### src/rtl/mjd_pkg.sv
`default_nettype none

package mjd_pkg;

  // Width of the running byte position; offsets on the result are its low 32 bits
  localparam int unsigned PosBits = 32;

  // Chunk type codes, first byte most significant
  localparam logic [31:0] TypeIdat = 32'h4944_4154;
  localparam logic [31:0] TypeJdat = 32'h4A44_4154;
  localparam logic [31:0] TypeJdaa = 32'h4A44_4141;
  localparam logic [31:0] TypeIend = 32'h4945_4E44;
  localparam logic [31:0] TypeMend = 32'h4D45_4E44;

  // Index of the last byte of each fixed field
  localparam logic [31:0] SigLastIdx   = 32'd7;
  localparam logic [31:0] FieldLastIdx = 32'd3;

  typedef enum logic [2:0] {
    PhSig  = 3'd0,
    PhLen  = 3'd1,
    PhType = 3'd2,
    PhData = 3'd3,
    PhCrc  = 3'd4,
    PhTail = 3'd5,
    PhBad  = 3'd6
  } phase_e;

  typedef enum logic [1:0] {
    EvHeader = 2'd0,
    EvClosed = 2'd1,
    EvBadSig = 2'd2,
    EvTrunc  = 2'd3
  } event_e;

  typedef struct packed {
    logic [7:0] data_byte;
    logic       last_byte;
  } in_item_t;

  typedef struct packed {
    logic [1:0]  event_res;
    logic [31:0] chunk_type;
    logic [31:0] chunk_length;
    logic [31:0] chunk_offset;
    logic        continues_run;
    logic        stream_chunk;
    logic        closing_chunk;
    logic        jng_file;
  } out_item_t;

  // Expected MNG signature byte at a given index
  function automatic logic [7:0] sig_mng_byte(input logic [2:0] idx);
    logic [7:0] val;
    case (idx)
      3'd0:    val = 8'h8A;
      3'd1:    val = 8'h4D;
      3'd2:    val = 8'h4E;
      3'd3:    val = 8'h47;
      3'd4:    val = 8'h0D;
      3'd5:    val = 8'h0A;
      3'd6:    val = 8'h1A;
      default: val = 8'h0A;
    endcase
    return val;
  endfunction

  // Expected JNG signature byte at a given index
  function automatic logic [7:0] sig_jng_byte(input logic [2:0] idx);
    logic [7:0] val;
    case (idx)
      3'd0:    val = 8'h8B;
      3'd1:    val = 8'h4A;
      3'd2:    val = 8'h4E;
      3'd3:    val = 8'h47;
      3'd4:    val = 8'h0D;
      3'd5:    val = 8'h0A;
      3'd6:    val = 8'h1A;
      default: val = 8'h0A;
    endcase
    return val;
  endfunction

endpackage

`default_nettype wire

### src/rtl/mjd_in_reg.sv
`default_nettype none

module mjd_in_reg import mjd_pkg::*; (
  input  wire logic     clk_i,
  input  wire logic     rst_ni,
  input  wire logic     in_valid_i,
  output logic          in_ready_o,
  input  wire in_item_t in_item_i,
  input  wire logic     take_i,
  output logic          valid_o,
  output in_item_t      item_o
);

  logic     valid_q, valid_d;
  in_item_t item_q;

  // Accept a new transfer when empty or when the held byte is consumed now
  assign in_ready_o = !valid_q || take_i;

  always_comb begin
    valid_d = valid_q;
    if (in_ready_o) begin
      valid_d = in_valid_i;
    end
  end

  always_ff @(posedge clk_i or negedge rst_ni) begin
    if (!rst_ni) begin
      valid_q <= 1'b0;
    end else begin
      valid_q <= valid_d;
    end
  end

  // Hold the byte until the parser takes it
  always_ff @(posedge clk_i) begin
    if (in_ready_o && in_valid_i) begin
      item_q <= in_item_i;
    end
  end

  assign valid_o = valid_q;
  assign item_o  = item_q;

endmodule

`default_nettype wire

### src/rtl/mjd_parser.sv
`default_nettype none

module mjd_parser import mjd_pkg::*; (
  input  wire logic     clk_i,
  input  wire logic     rst_ni,
  input  wire logic     step_i,
  input  wire in_item_t item_i,
  output logic          res_valid_o,
  output out_item_t     res_o
);

  phase_e               phase_q, phase_d;
  phase_e               phase_step;
  logic [31:0]          fc_q, fc_d;
  logic                 ok_mng_q, ok_mng_d;
  logic                 ok_jng_q, ok_jng_d;
  logic [31:0]          len_q, len_d;
  logic [31:0]          type_q, type_d;
  logic [31:0]          prev_type_q, prev_type_d;
  logic                 prev_valid_q, prev_valid_d;
  logic [PosBits-1:0]   pos_q, pos_d;
  logic [PosBits-1:0]   start_q, start_d;

  logic [7:0]           b;
  logic                 last;
  logic [PosBits-1:0]   pos_next;
  logic                 ok_mng_upd, ok_jng_upd;
  logic                 jng_now;
  logic [31:0]          close_type;
  logic [31:0]          type_new;
  logic                 strm;
  logic                 fc_is_3;

  assign b        = item_i.data_byte;
  assign last     = item_i.last_byte;
  assign pos_next = pos_q + PosBits'(1);
  assign fc_is_3  = (fc_q == FieldLastIdx);
  assign type_new = {type_q[23:0], b};

  // Signature flags after this byte, used both for state and for the jng flag
  assign ok_mng_upd = (phase_q == PhSig) ? (ok_mng_q && (b == sig_mng_byte(fc_q[2:0])))
                                         : ok_mng_q;
  assign ok_jng_upd = (phase_q == PhSig) ? (ok_jng_q && (b == sig_jng_byte(fc_q[2:0])))
                                         : ok_jng_q;
  assign jng_now    = ok_jng_upd && !ok_mng_upd;
  assign close_type = jng_now ? TypeIend : TypeMend;
  assign strm       = (type_new == TypeIdat) || (type_new == TypeJdat) ||
                      (type_new == TypeJdaa);

  // Next state
  always_comb begin
    phase_d      = phase_q;
    fc_d         = fc_q;
    ok_mng_d     = ok_mng_upd;
    ok_jng_d     = ok_jng_upd;
    len_d        = len_q;
    type_d       = type_q;
    prev_type_d  = prev_type_q;
    prev_valid_d = prev_valid_q;
    pos_d        = pos_next;
    start_d      = start_q;
    case (phase_q)
      PhSig: begin
        if (fc_q == SigLastIdx) begin
          fc_d = '0;
          if (!ok_mng_upd && !ok_jng_upd) begin
            phase_d = PhBad;
          end else begin
            phase_d = PhLen;
            start_d = pos_next;
            len_d   = '0;
            type_d  = '0;
          end
        end else begin
          fc_d = fc_q + 32'd1;
        end
      end
      PhLen: begin
        len_d = {len_q[23:0], b};
        if (fc_is_3) begin
          fc_d    = '0;
          phase_d = PhType;
        end else begin
          fc_d = fc_q + 32'd1;
        end
      end
      PhType: begin
        type_d = type_new;
        if (fc_is_3) begin
          prev_type_d  = type_new;
          prev_valid_d = 1'b1;
          fc_d         = '0;
          phase_d      = (len_q != '0) ? PhData : PhCrc;
        end else begin
          fc_d = fc_q + 32'd1;
        end
      end
      PhData: begin
        if ((fc_q + 32'd1) == len_q) begin
          fc_d    = '0;
          phase_d = PhCrc;
        end else begin
          fc_d = fc_q + 32'd1;
        end
      end
      PhCrc: begin
        if (fc_is_3) begin
          fc_d = '0;
          if (type_q == close_type) begin
            phase_d = PhTail;
          end else begin
            phase_d = PhLen;
            start_d = pos_next;
            len_d   = '0;
            type_d  = '0;
          end
        end else begin
          fc_d = fc_q + 32'd1;
        end
      end
      default: begin
      end
    endcase
    // Phase this byte reaches before any restart on the final byte
    phase_step = phase_d;
    // Final byte returns everything to the reset state
    if (last) begin
      phase_d      = PhSig;
      fc_d         = '0;
      ok_mng_d     = 1'b1;
      ok_jng_d     = 1'b1;
      len_d        = '0;
      type_d       = '0;
      prev_type_d  = '0;
      prev_valid_d = 1'b0;
      pos_d        = '0;
      start_d      = '0;
    end
  end

  // Result for this byte
  always_comb begin
    res_valid_o = 1'b0;
    res_o       = '0;
    case (phase_q)
      PhSig: begin
        if ((fc_q == SigLastIdx) && !ok_mng_upd && !ok_jng_upd) begin
          res_valid_o     = 1'b1;
          res_o.event_res = EvBadSig;
        end
      end
      PhType: begin
        if (fc_is_3) begin
          res_valid_o         = 1'b1;
          res_o.event_res     = EvHeader;
          res_o.chunk_type    = type_new;
          res_o.chunk_length  = len_q;
          res_o.chunk_offset  = 32'(start_q);
          res_o.stream_chunk  = strm;
          res_o.continues_run = strm && prev_valid_q && (prev_type_q == type_new);
          res_o.closing_chunk = (type_new == close_type);
          res_o.jng_file      = jng_now;
        end
      end
      PhCrc: begin
        if (fc_is_3 && (type_q == close_type)) begin
          res_valid_o         = 1'b1;
          res_o.event_res     = EvClosed;
          res_o.chunk_type    = type_q;
          res_o.chunk_length  = len_q;
          res_o.chunk_offset  = 32'(pos_next);
          res_o.closing_chunk = 1'b1;
          res_o.jng_file      = jng_now;
        end
      end
      default: begin
      end
    endcase
    // Final byte before closure reports truncation instead
    if (last && (phase_step != PhTail) && (phase_step != PhBad)) begin
      res_valid_o    = 1'b1;
      res_o          = '0;
      res_o.event_res = EvTrunc;
      res_o.jng_file = jng_now;
    end
  end

  always_ff @(posedge clk_i or negedge rst_ni) begin
    if (!rst_ni) begin
      phase_q      <= PhSig;
      fc_q         <= '0;
      ok_mng_q     <= 1'b1;
      ok_jng_q     <= 1'b1;
      len_q        <= '0;
      type_q       <= '0;
      prev_type_q  <= '0;
      prev_valid_q <= 1'b0;
      pos_q        <= '0;
      start_q      <= '0;
    end else if (step_i) begin
      phase_q      <= phase_d;
      fc_q         <= fc_d;
      ok_mng_q     <= ok_mng_d;
      ok_jng_q     <= ok_jng_d;
      len_q        <= len_d;
      type_q       <= type_d;
      prev_type_q  <= prev_type_d;
      prev_valid_q <= prev_valid_d;
      pos_q        <= pos_d;
      start_q      <= start_d;
    end
  end

endmodule

`default_nettype wire

### src/rtl/mjd_out_reg.sv
`default_nettype none

module mjd_out_reg import mjd_pkg::*; (
  input  wire logic      clk_i,
  input  wire logic      rst_ni,
  input  wire logic      in_valid_i,
  input  wire logic      load_i,
  input  wire logic      res_valid_i,
  input  wire out_item_t res_i,
  output logic           take_o,
  output logic           out_valid_o,
  input  wire logic      out_ready_i,
  output out_item_t      out_item_o
);

  logic      valid_q, valid_d;
  out_item_t item_q;
  logic      free;

  // Slot is free when empty or when its result leaves this cycle
  assign free   = !valid_q || out_ready_i;
  assign take_o = in_valid_i && free;

  always_comb begin
    valid_d = valid_q && !out_ready_i;
    if (load_i) begin
      valid_d = res_valid_i;
    end
  end

  always_ff @(posedge clk_i or negedge rst_ni) begin
    if (!rst_ni) begin
      valid_q <= 1'b0;
    end else begin
      valid_q <= valid_d;
    end
  end

  // Capture a result only when the step produced one
  always_ff @(posedge clk_i) begin
    if (load_i && res_valid_i) begin
      item_q <= res_i;
    end
  end

  assign out_valid_o = valid_q;
  assign out_item_o  = item_q;

endmodule

`default_nettype wire

### src/rtl/mng_jng_chunk_deframer_top.sv
// A byte is held in the input register, then its result is registered for the output.
// Throughput: one byte per cycle; a byte advances when the result register is empty
// or drains in the same cycle, so a waiting result stalls the input once the input
// register is full.
// Reset: rst_ni (asynchronous, active low) empties both registers and puts the
// parser in the signature phase at position zero.
`default_nettype none

module mng_jng_chunk_deframer_top import mjd_pkg::*; (
  input  wire logic      clk_i,
  input  wire logic      rst_ni,
  input  wire logic      in_valid_i,
  output logic           in_ready_o,
  input  wire in_item_t  in_item_i,
  output logic           out_valid_o,
  input  wire logic      out_ready_i,
  output out_item_t      out_item_o
);

  logic      held_valid;
  in_item_t  held_item;
  logic      step;
  logic      res_valid;
  out_item_t res;

  // Hold the incoming byte
  mjd_in_reg u_in_reg (
    .clk_i      (clk_i),
    .rst_ni     (rst_ni),
    .in_valid_i (in_valid_i),
    .in_ready_o (in_ready_o),
    .in_item_i  (in_item_i),
    .take_i     (step),
    .valid_o    (held_valid),
    .item_o     (held_item)
  );

  // Advance the chunk parser one byte
  mjd_parser u_parser (
    .clk_i       (clk_i),
    .rst_ni      (rst_ni),
    .step_i      (step),
    .item_i      (held_item),
    .res_valid_o (res_valid),
    .res_o       (res)
  );

  // Register the result for the output transfer
  mjd_out_reg u_out_reg (
    .clk_i       (clk_i),
    .rst_ni      (rst_ni),
    .in_valid_i  (held_valid),
    .load_i      (step),
    .res_valid_i (res_valid),
    .res_i       (res),
    .take_o      (step),
    .out_valid_o (out_valid_o),
    .out_ready_i (out_ready_i),
    .out_item_o  (out_item_o)
  );

endmodule

`default_nettype wire
### config.mk
export PLATFORM = sky130hd
export DESIGN_NAME = mng_jng_chunk_deframer_top
export DESIGN_NICKNAME = d
export VERILOG_FILES = /design/src/rtl/mjd_pkg.sv /design/src/rtl/mjd_in_reg.sv /design/src/rtl/mjd_parser.sv /design/src/rtl/mjd_out_reg.sv /design/src/rtl/mng_jng_chunk_deframer_top.sv
export SDC_FILE = /design/constraint.sdc
export NUM_CORES = 1
export LEC_CHECK = 0
export BUFFER_PORTS_ARGS = -buffer_cell sky130_fd_sc_hd__buf_2
export CELL_PAD_IN_SITES_DETAIL_PLACEMENT = 0
export CELL_PAD_IN_SITES_GLOBAL_PLACEMENT = 1
export CORE_ASPECT_RATIO = 0.9
export CORE_MARGIN = 2
export CORE_UTILIZATION = 34
export CTS_BUF_LIST = sky130_fd_sc_hd__clkbuf_2
export CTS_CLUSTER_SIZE = 12
export DETAILED_ROUTE_END_ITERATION = 10
export PLACE_DENSITY = 0.7
export SYNTH_ARGS = -nofsm -noshare
export SYNTH_HDL_FRONTEND = slang
export SYNTH_SLANG_ARGS = --single-unit
### constraint.sdc
create_clock -name clk_i -period 9.51 [get_ports clk_i]
set_input_delay 0.951 -clock clk_i [delete_from_list [all_inputs] [get_ports clk_i]]
set_output_delay 0.951 -clock clk_i [all_outputs]
set_load 0.005 [all_outputs]
# After elaboration in Yosys (flattened, before gate mapping)
# Index checks and enable logic that the tools add are counted.
# word_totals
reg_bits,311
elab_cells,149
# classes
addsub,2
eq_ne,26
muxes,57
bitwise,2
n_reduce_logical,40
# ops
op,count
32-bit two-way mux,19
32-bit one-hot mux with 3 select lines,3
96-bit one-hot mux with 2 select lines,1
32-bit equality test,4
100-bit two-way mux,1
97-bit two-way mux,1
32-bit by 31-bit equality test with 1-bit output (second input constant),3
8-bit one-hot mux with 6 select lines,2
32-bit by 1-bit adder with 32-bit output (second input constant),2
32-bit one-hot mux with 2 select lines,1
32-bit by 2-bit equality test with 1-bit output (second input constant),1
32-bit by 3-bit equality test with 1-bit output (second input constant),1
32-bit nonzero test,1
27-bit two-way mux,1
3-bit two-way mux,9
6-bit AND reduction,3
8-bit equality test,2
1-bit logical AND,15
3-bit inequality test (second input constant),5
3-bit one-hot mux with 5 select lines,1
1-bit two-way mux,13
3-bit by 2-bit equality test with 1-bit output (second input constant),4
4-bit nonzero test,3
3-bit equality test (second input constant),3
15 further kinds,28

# Longest topological paths before layout
# depth
depth_word,17
ltp_mapped,17
mapped_depth_nobuf,12

# Hierarchy
# A second synthesis with hierarchy kept.
# unflattened
hier_cells,1488
hier_area_um2,16047.9
# modules_own_cells
module,instances,cells_per_inst,area_each_um2,seq_area_each_um2
mjd_parser,1,1368,12607.1,4957.3
mjd_out_reg,1,107,3116.7,3088.0
mjd_in_reg,1,13,324.1,295.3

# Least setup slack after synthesis
# No wires, ideal clock.
# synth_timing
path_type,reg2reg
start,reg u_parser.fc_q[2]
end,"reg u_out_reg.item_q, in the netlist u_out_reg.out_item_o[0], enable pin"
setup_ps,623
arrival_time_ps,8383
t_required_ps,8887
setup_slack_ps,504
path_stages_with_launch,17
synth_period_minus_slack_ps,9006
cell_sequence,dfrtp_1 buf_6 buf_12 inv_1 ha_1 clkbuf_1 nand2b_1 a31oi_1 nor4b_2 nand3_1 o21ai_1 nand2_1 xnor2_1 and3_1 clkbuf_1 nor2_1 a31oi_1
# synth_via
elab_chain_cells,17
# synth_lines
element,line,rtl
start: declaration,mjd_parser.sv:14,"logic [31:0] fc_q, fc_d;"
start signal: assignment,mjd_parser.sv:191,fc_q <= '0;
start signal: assignment,mjd_parser.sv:202,fc_q <= fc_d;
3-bit equality test (tied with other cells),"mjd_pkg.sv:55, mjd_pkg.sv:71",
8-bit one-hot mux with 6 select lines,mjd_pkg.sv:55,case (idx)
8-bit equality test,mjd_parser.sv:41,assign ok_mng_upd = (phase_q == PhSig) ? (ok_mng_q && (b == sig_mng_byte(fc_q[2:0])))
1-bit logical AND,mjd_parser.sv:41,
1-bit two-way mux,mjd_parser.sv:41,
1-bit logical NOT,"mjd_parser.sv:45, mjd_parser.sv:66, mjd_parser.sv:147",
1-bit logical AND,mjd_parser.sv:45,assign jng_now = ok_jng_upd && !ok_mng_upd;
27-bit two-way mux,mjd_parser.sv:46,assign close_type = jng_now ? TypeIend : TypeMend;
32-bit equality test,"mjd_parser.sv:109, mjd_parser.sv:166",
3-bit two-way mux,mjd_parser.sv:109,if (type_q == close_type) begin
3-bit two-way mux,mjd_parser.sv:107,if (fc_is_3) begin
3-bit one-hot mux with 5 select lines,mjd_parser.sv:62,case (phase_q)
3-bit inequality test,mjd_parser.sv:180,if (last && (phase_step != PhTail) && (phase_step != PhBad)) begin
1-bit logical AND (2 in series),mjd_parser.sv:180,
1-bit two-way mux (*),mjd_parser.sv:180,
1-bit logical AND (*),mjd_out_reg.sv:41,if (load_i && res_valid_i) begin
end signal: assignment,mjd_out_reg.sv:42,item_q <= res_i;
end: declaration,mjd_out_reg.sv:17,out_item_t item_q;
# Every way passes the cells marked *; elsewhere a longest branch is shown, timed or not.
# A chain may end at the register's enable or synchronous reset.

# Worst setup path in the final report
# layout_timing
start,reg u_parser.fc_q[0]
end,"reg u_out_reg.item_q, in the netlist u_out_reg.out_item_o[72], enable pin"
# Same word-level chain as after synthesis.

==> flow_summary.json <==
{
  "postCtsSetupBuffers": 0,
  "wire_per_inst_um": 20.1,
  "synth_xor_area_share_pct": 6.37,
  "place_congestion": 0.950,
  "synth_compound_area_share_pct": 17.5,
  "drive_gt1_share_pct": 20.0,
  "skew_ns": 0.0995,
  "grt_pass1_vias": 12000,
  "numCtsBuffers": 86,
  "synthCells": 1478,
  "hold_buffers": 1,
  "drtAntennaViolNets": 0,
  "crit_arrival_ns": 6.68,
  "fin_crit_sh_pct": 64.2,
  "area_growth_pct": 11.0,
  "setup_viol": 0,
  "post-route-min-period_ns": 6.10,
  "final_core_utilization_pct": 38.5,
  "yosys_warnings": 0,
  "powerDensity_nw_per_um2": 170,
  "worst_pin_slew_ns": 1.13,
  "seq_area_frac_synth_pct": 52.7,
  "rows": 74,
  "start_util_pct": 34.7,
  "htree_levels": 3,
  "via_count": 12500,
  "wl_met2_um": 21200,
  "cts_sinks": 311,
  "fmaxAchievable_mhz": 164,
  "final_common_cell": "dfrtp_1",
  "port_buffers": 116,
  "die_h_um": 209,
  "io_pins": 117,
  "ys_async_sr_fraction_pct": 64.3,
  "dp_slack_ns": 3.47,
  "highest_layer": "met4",
  "die_w_um": 231,
  "hold_viol": 0,
  "avgViaCountPerCell": 5.54,
  "rsz0062_at_grt": "false",
  "fin_ws_ns": 3.41,
  "peakVddDrop_uv": 64.0,
  "synthMuxAreaShare_pct": 0.396,
  "ys_seq_elements": 311,
  "cp-end-kind": "flip-flop",
  "worstPathMaxFanout": 73,
  "dr.pass1.iters": 5,
  "grt_use_total_pct": 18.6,
  "synth_ff_type": "dfrtp_1",
  "synth_top_area_share_pct": 31.3,
  "status": "finished clean",
  "max-cap-violations": 0,
  "place_inst": 2089,
  "synth_area_leaders": "dfrtp_1 (31%), edfxtp_1 (21%), a22o_1 (5.5%)",
  "synthAdderAreaFrac_pct": 0.475,
  "slew-limit-headroom_pct": 24.4,
  "synth_cell_types": 85,
  "holdCritPathClass": "in -> reg",
  "cts_max_path_buffers": 3,
  "setup_tns_ns": 0,
  "yosys.area_share.simple_pct": 17.5,
  "synth_area_per_cell_sq_um": 10.7,
  "antenna_found_initial": 1,
  "cts_tree": "yes",
  "synth_enable_flop_cells": 111,
  "drt_iter0_drc": 1137,
  "grt_max_degree": 84,
  "cts_resized": 0,
  "wl_um": 45300,
  "synth_fp_nets": 1497,
  "grt_overflow_total": 0,
  "remaining_drc_errors": 0,
  "final_cells": 2252,
  "cts_root_buf": "clkbuf_2",
  "p_leak_nw": 7.35,
  "synth_top_family_by_area": "compound AO/OA/AOI/OAI gates",
  "dr_wl_met3_um": 2870,
  "synth_top_cell_by_area": "dfrtp_1",
  "core_sq_um": 45600,
  "path_class": "reg -> reg",
  "slew_viol_final": 0,
  "synth_area_sq_um": 15800,
  "met1Wirelength_um": 20300,
  "hpwl_um": 29700,
  "cp-start-kind": "flip-flop",
  "clock_latency_ns": 1.01,
  "finish.net_count": 1589,
  "mostFrequentLayoutCells": "dfrtp_1 (198), clkbuf_2 (145), buf_2 (115)",
  "grt_pass1_wl_um": 70500,
  "path_clk_slew_ns": 0.09,
  "crit_required_ns": 10.09,
  "die-area_sq_um": 48300
}
==> per-stage QoR <==
step | cell area, sq um | power, W | hold slack (ns)
global placement | 16600 | 0.00191 | 0.460
floorplan | 15800 | 0.00179 | 0.449
finish | 17600 | 0.00298 | 0.139
CTS | 17500 | 0.00303 | 0.0206
detailed placement | 16600 | 0.00192 | 0.470
global route | 17600 | 0.00314 | 0.0912
==> registers in the layout, summed over array words and instances (netlist names) <==
register / count
u_parser.start_q: 32
u_out_reg.out_valid_o: 1
u_parser.phase_q: 3
u_in_reg.item_o: 9
u_parser.ok_jng_q: 1
u_parser.len_q: 32
u_parser.fc_q: 32
u_out_reg.out_item_o: 102
u_parser.type_q: 32
u_parser.prev_valid_q: 1
u_in_reg.valid_o: 1
u_parser.prev_type_q: 32
u_parser.pos_q: 32
u_parser.ok_mng_q: 1
==> area by class of cell <==
class / instances / area, sq um
sequential: 311 / 8340
multi-input combinational: 1017 / 6740
clock buffer: 145 / 726
inverter: 16 / 60.1
antenna: 2 / 5.00
fill: 4521 / 28100
tap: 608 / 761
timing repair buffer: 138 / 757
clock inverter: 15 / 169
==> cells in the mapped netlist (4+ instances only) <==
cell and count:
a21o_1 10, a21oi_1 47, a22o_1 100, a22oi_1 5, a2bb2oi_1 31, a31oi_1 34
a41oi_1 4, and2_1 5, and3_1 70, and4_1 8, buf_2 22, buf_4 8
buf_6 4, clkbuf_1 85, clkbuf_8 10, dfrtp_1 198, edfxtp_1 111, ha_1 6
inv_1 16, mux2i_1 4, nand2_1 114, nand2b_1 12, nand3_1 44, nand4_1 31
nor2_1 100, nor2b_1 9, nor3_1 28, nor3b_1 4, nor4_1 40, nor4b_1 4
nor4bb_1 4, o211ai_1 4, o21ai_0 54, o2bb2ai_1 32, o31ai_1 18, or3_1 11
xnor2_1 75, xor2_1 40
==> metal layers <==
| metal | track usage [%] | up-vias |
|---|---|---|
| met4 | 6.52 | 0 |
| met1 | 25.9 | 6222 |
| met5 | 0 | - |
| met2 | 28.9 | 431 |
| li1 | - | 5768 |
| met3 | 3.82 | 52 |
==> cell families (layout without fill, tap and decap cells) <==
kind of cell | count (synthesis) | in the layout
other cells | 0 | 2
simple gates | 517 | 517
flops | 311 | 311
fa+ha+maj | 6 | 6
xor+xnor | 115 | 115
compound gates | 373 | 373
buf+inv | 150 | 314
mux | 6 | 6
==> report_power, final <==
part           switching [W]  internal [W]  leakage, nW
registers          0.0000568       0.00146         3.87
clock network       0.000581      0.000504        0.683
logic               0.000243      0.000129         2.80
==> critical path, stage by stage (launching register included) <==
cell and delay, ns:
dfrtp_1 0.60, ha_1 0.43, ha_1 0.42, nand2b_1 0.12, a31oi_1 0.20, nor4b_2 0.35, nand3_1 0.12, o21ai_1 0.33
nand2_1 0.22, xnor2_1 0.27, and3_1 0.55, nor2_1 0.22, a31oi_4 0.94, buf_4 0.83
==> worst paths after layout <==
kind | slack (ns) | endpoint | depth (start not counted) | start
min in group asynchronous | 0.59 | u_parser.type_q[23]$_DFFE_PN0P_ | 2 | rst_ni
min | 0.14 | u_in_reg.item_o[7]$_DFFE_PP_ | 1 | in_item_i[7]
max in group asynchronous | 7.48 | u_parser.fc_q[30]$_DFFE_PN0P_ | 3 | rst_ni
min reg2reg | 0.49 | u_parser.prev_valid_q$_DFFE_PN0P_ | 1 | u_parser.prev_valid_q$_DFFE_PN0P_
max | 3.41 | u_out_reg.out_item_o[72]$_SDFFCE_PP0P_ | 13 | u_parser.fc_q[0]$_DFFE_PN0P_
max reg2reg | 3.41 | u_out_reg.out_item_o[72]$_SDFFCE_PP0P_ | 13 | u_parser.fc_q[0]$_DFFE_PN0P_
Note: power is estimated with default switching activity, not from simulation.
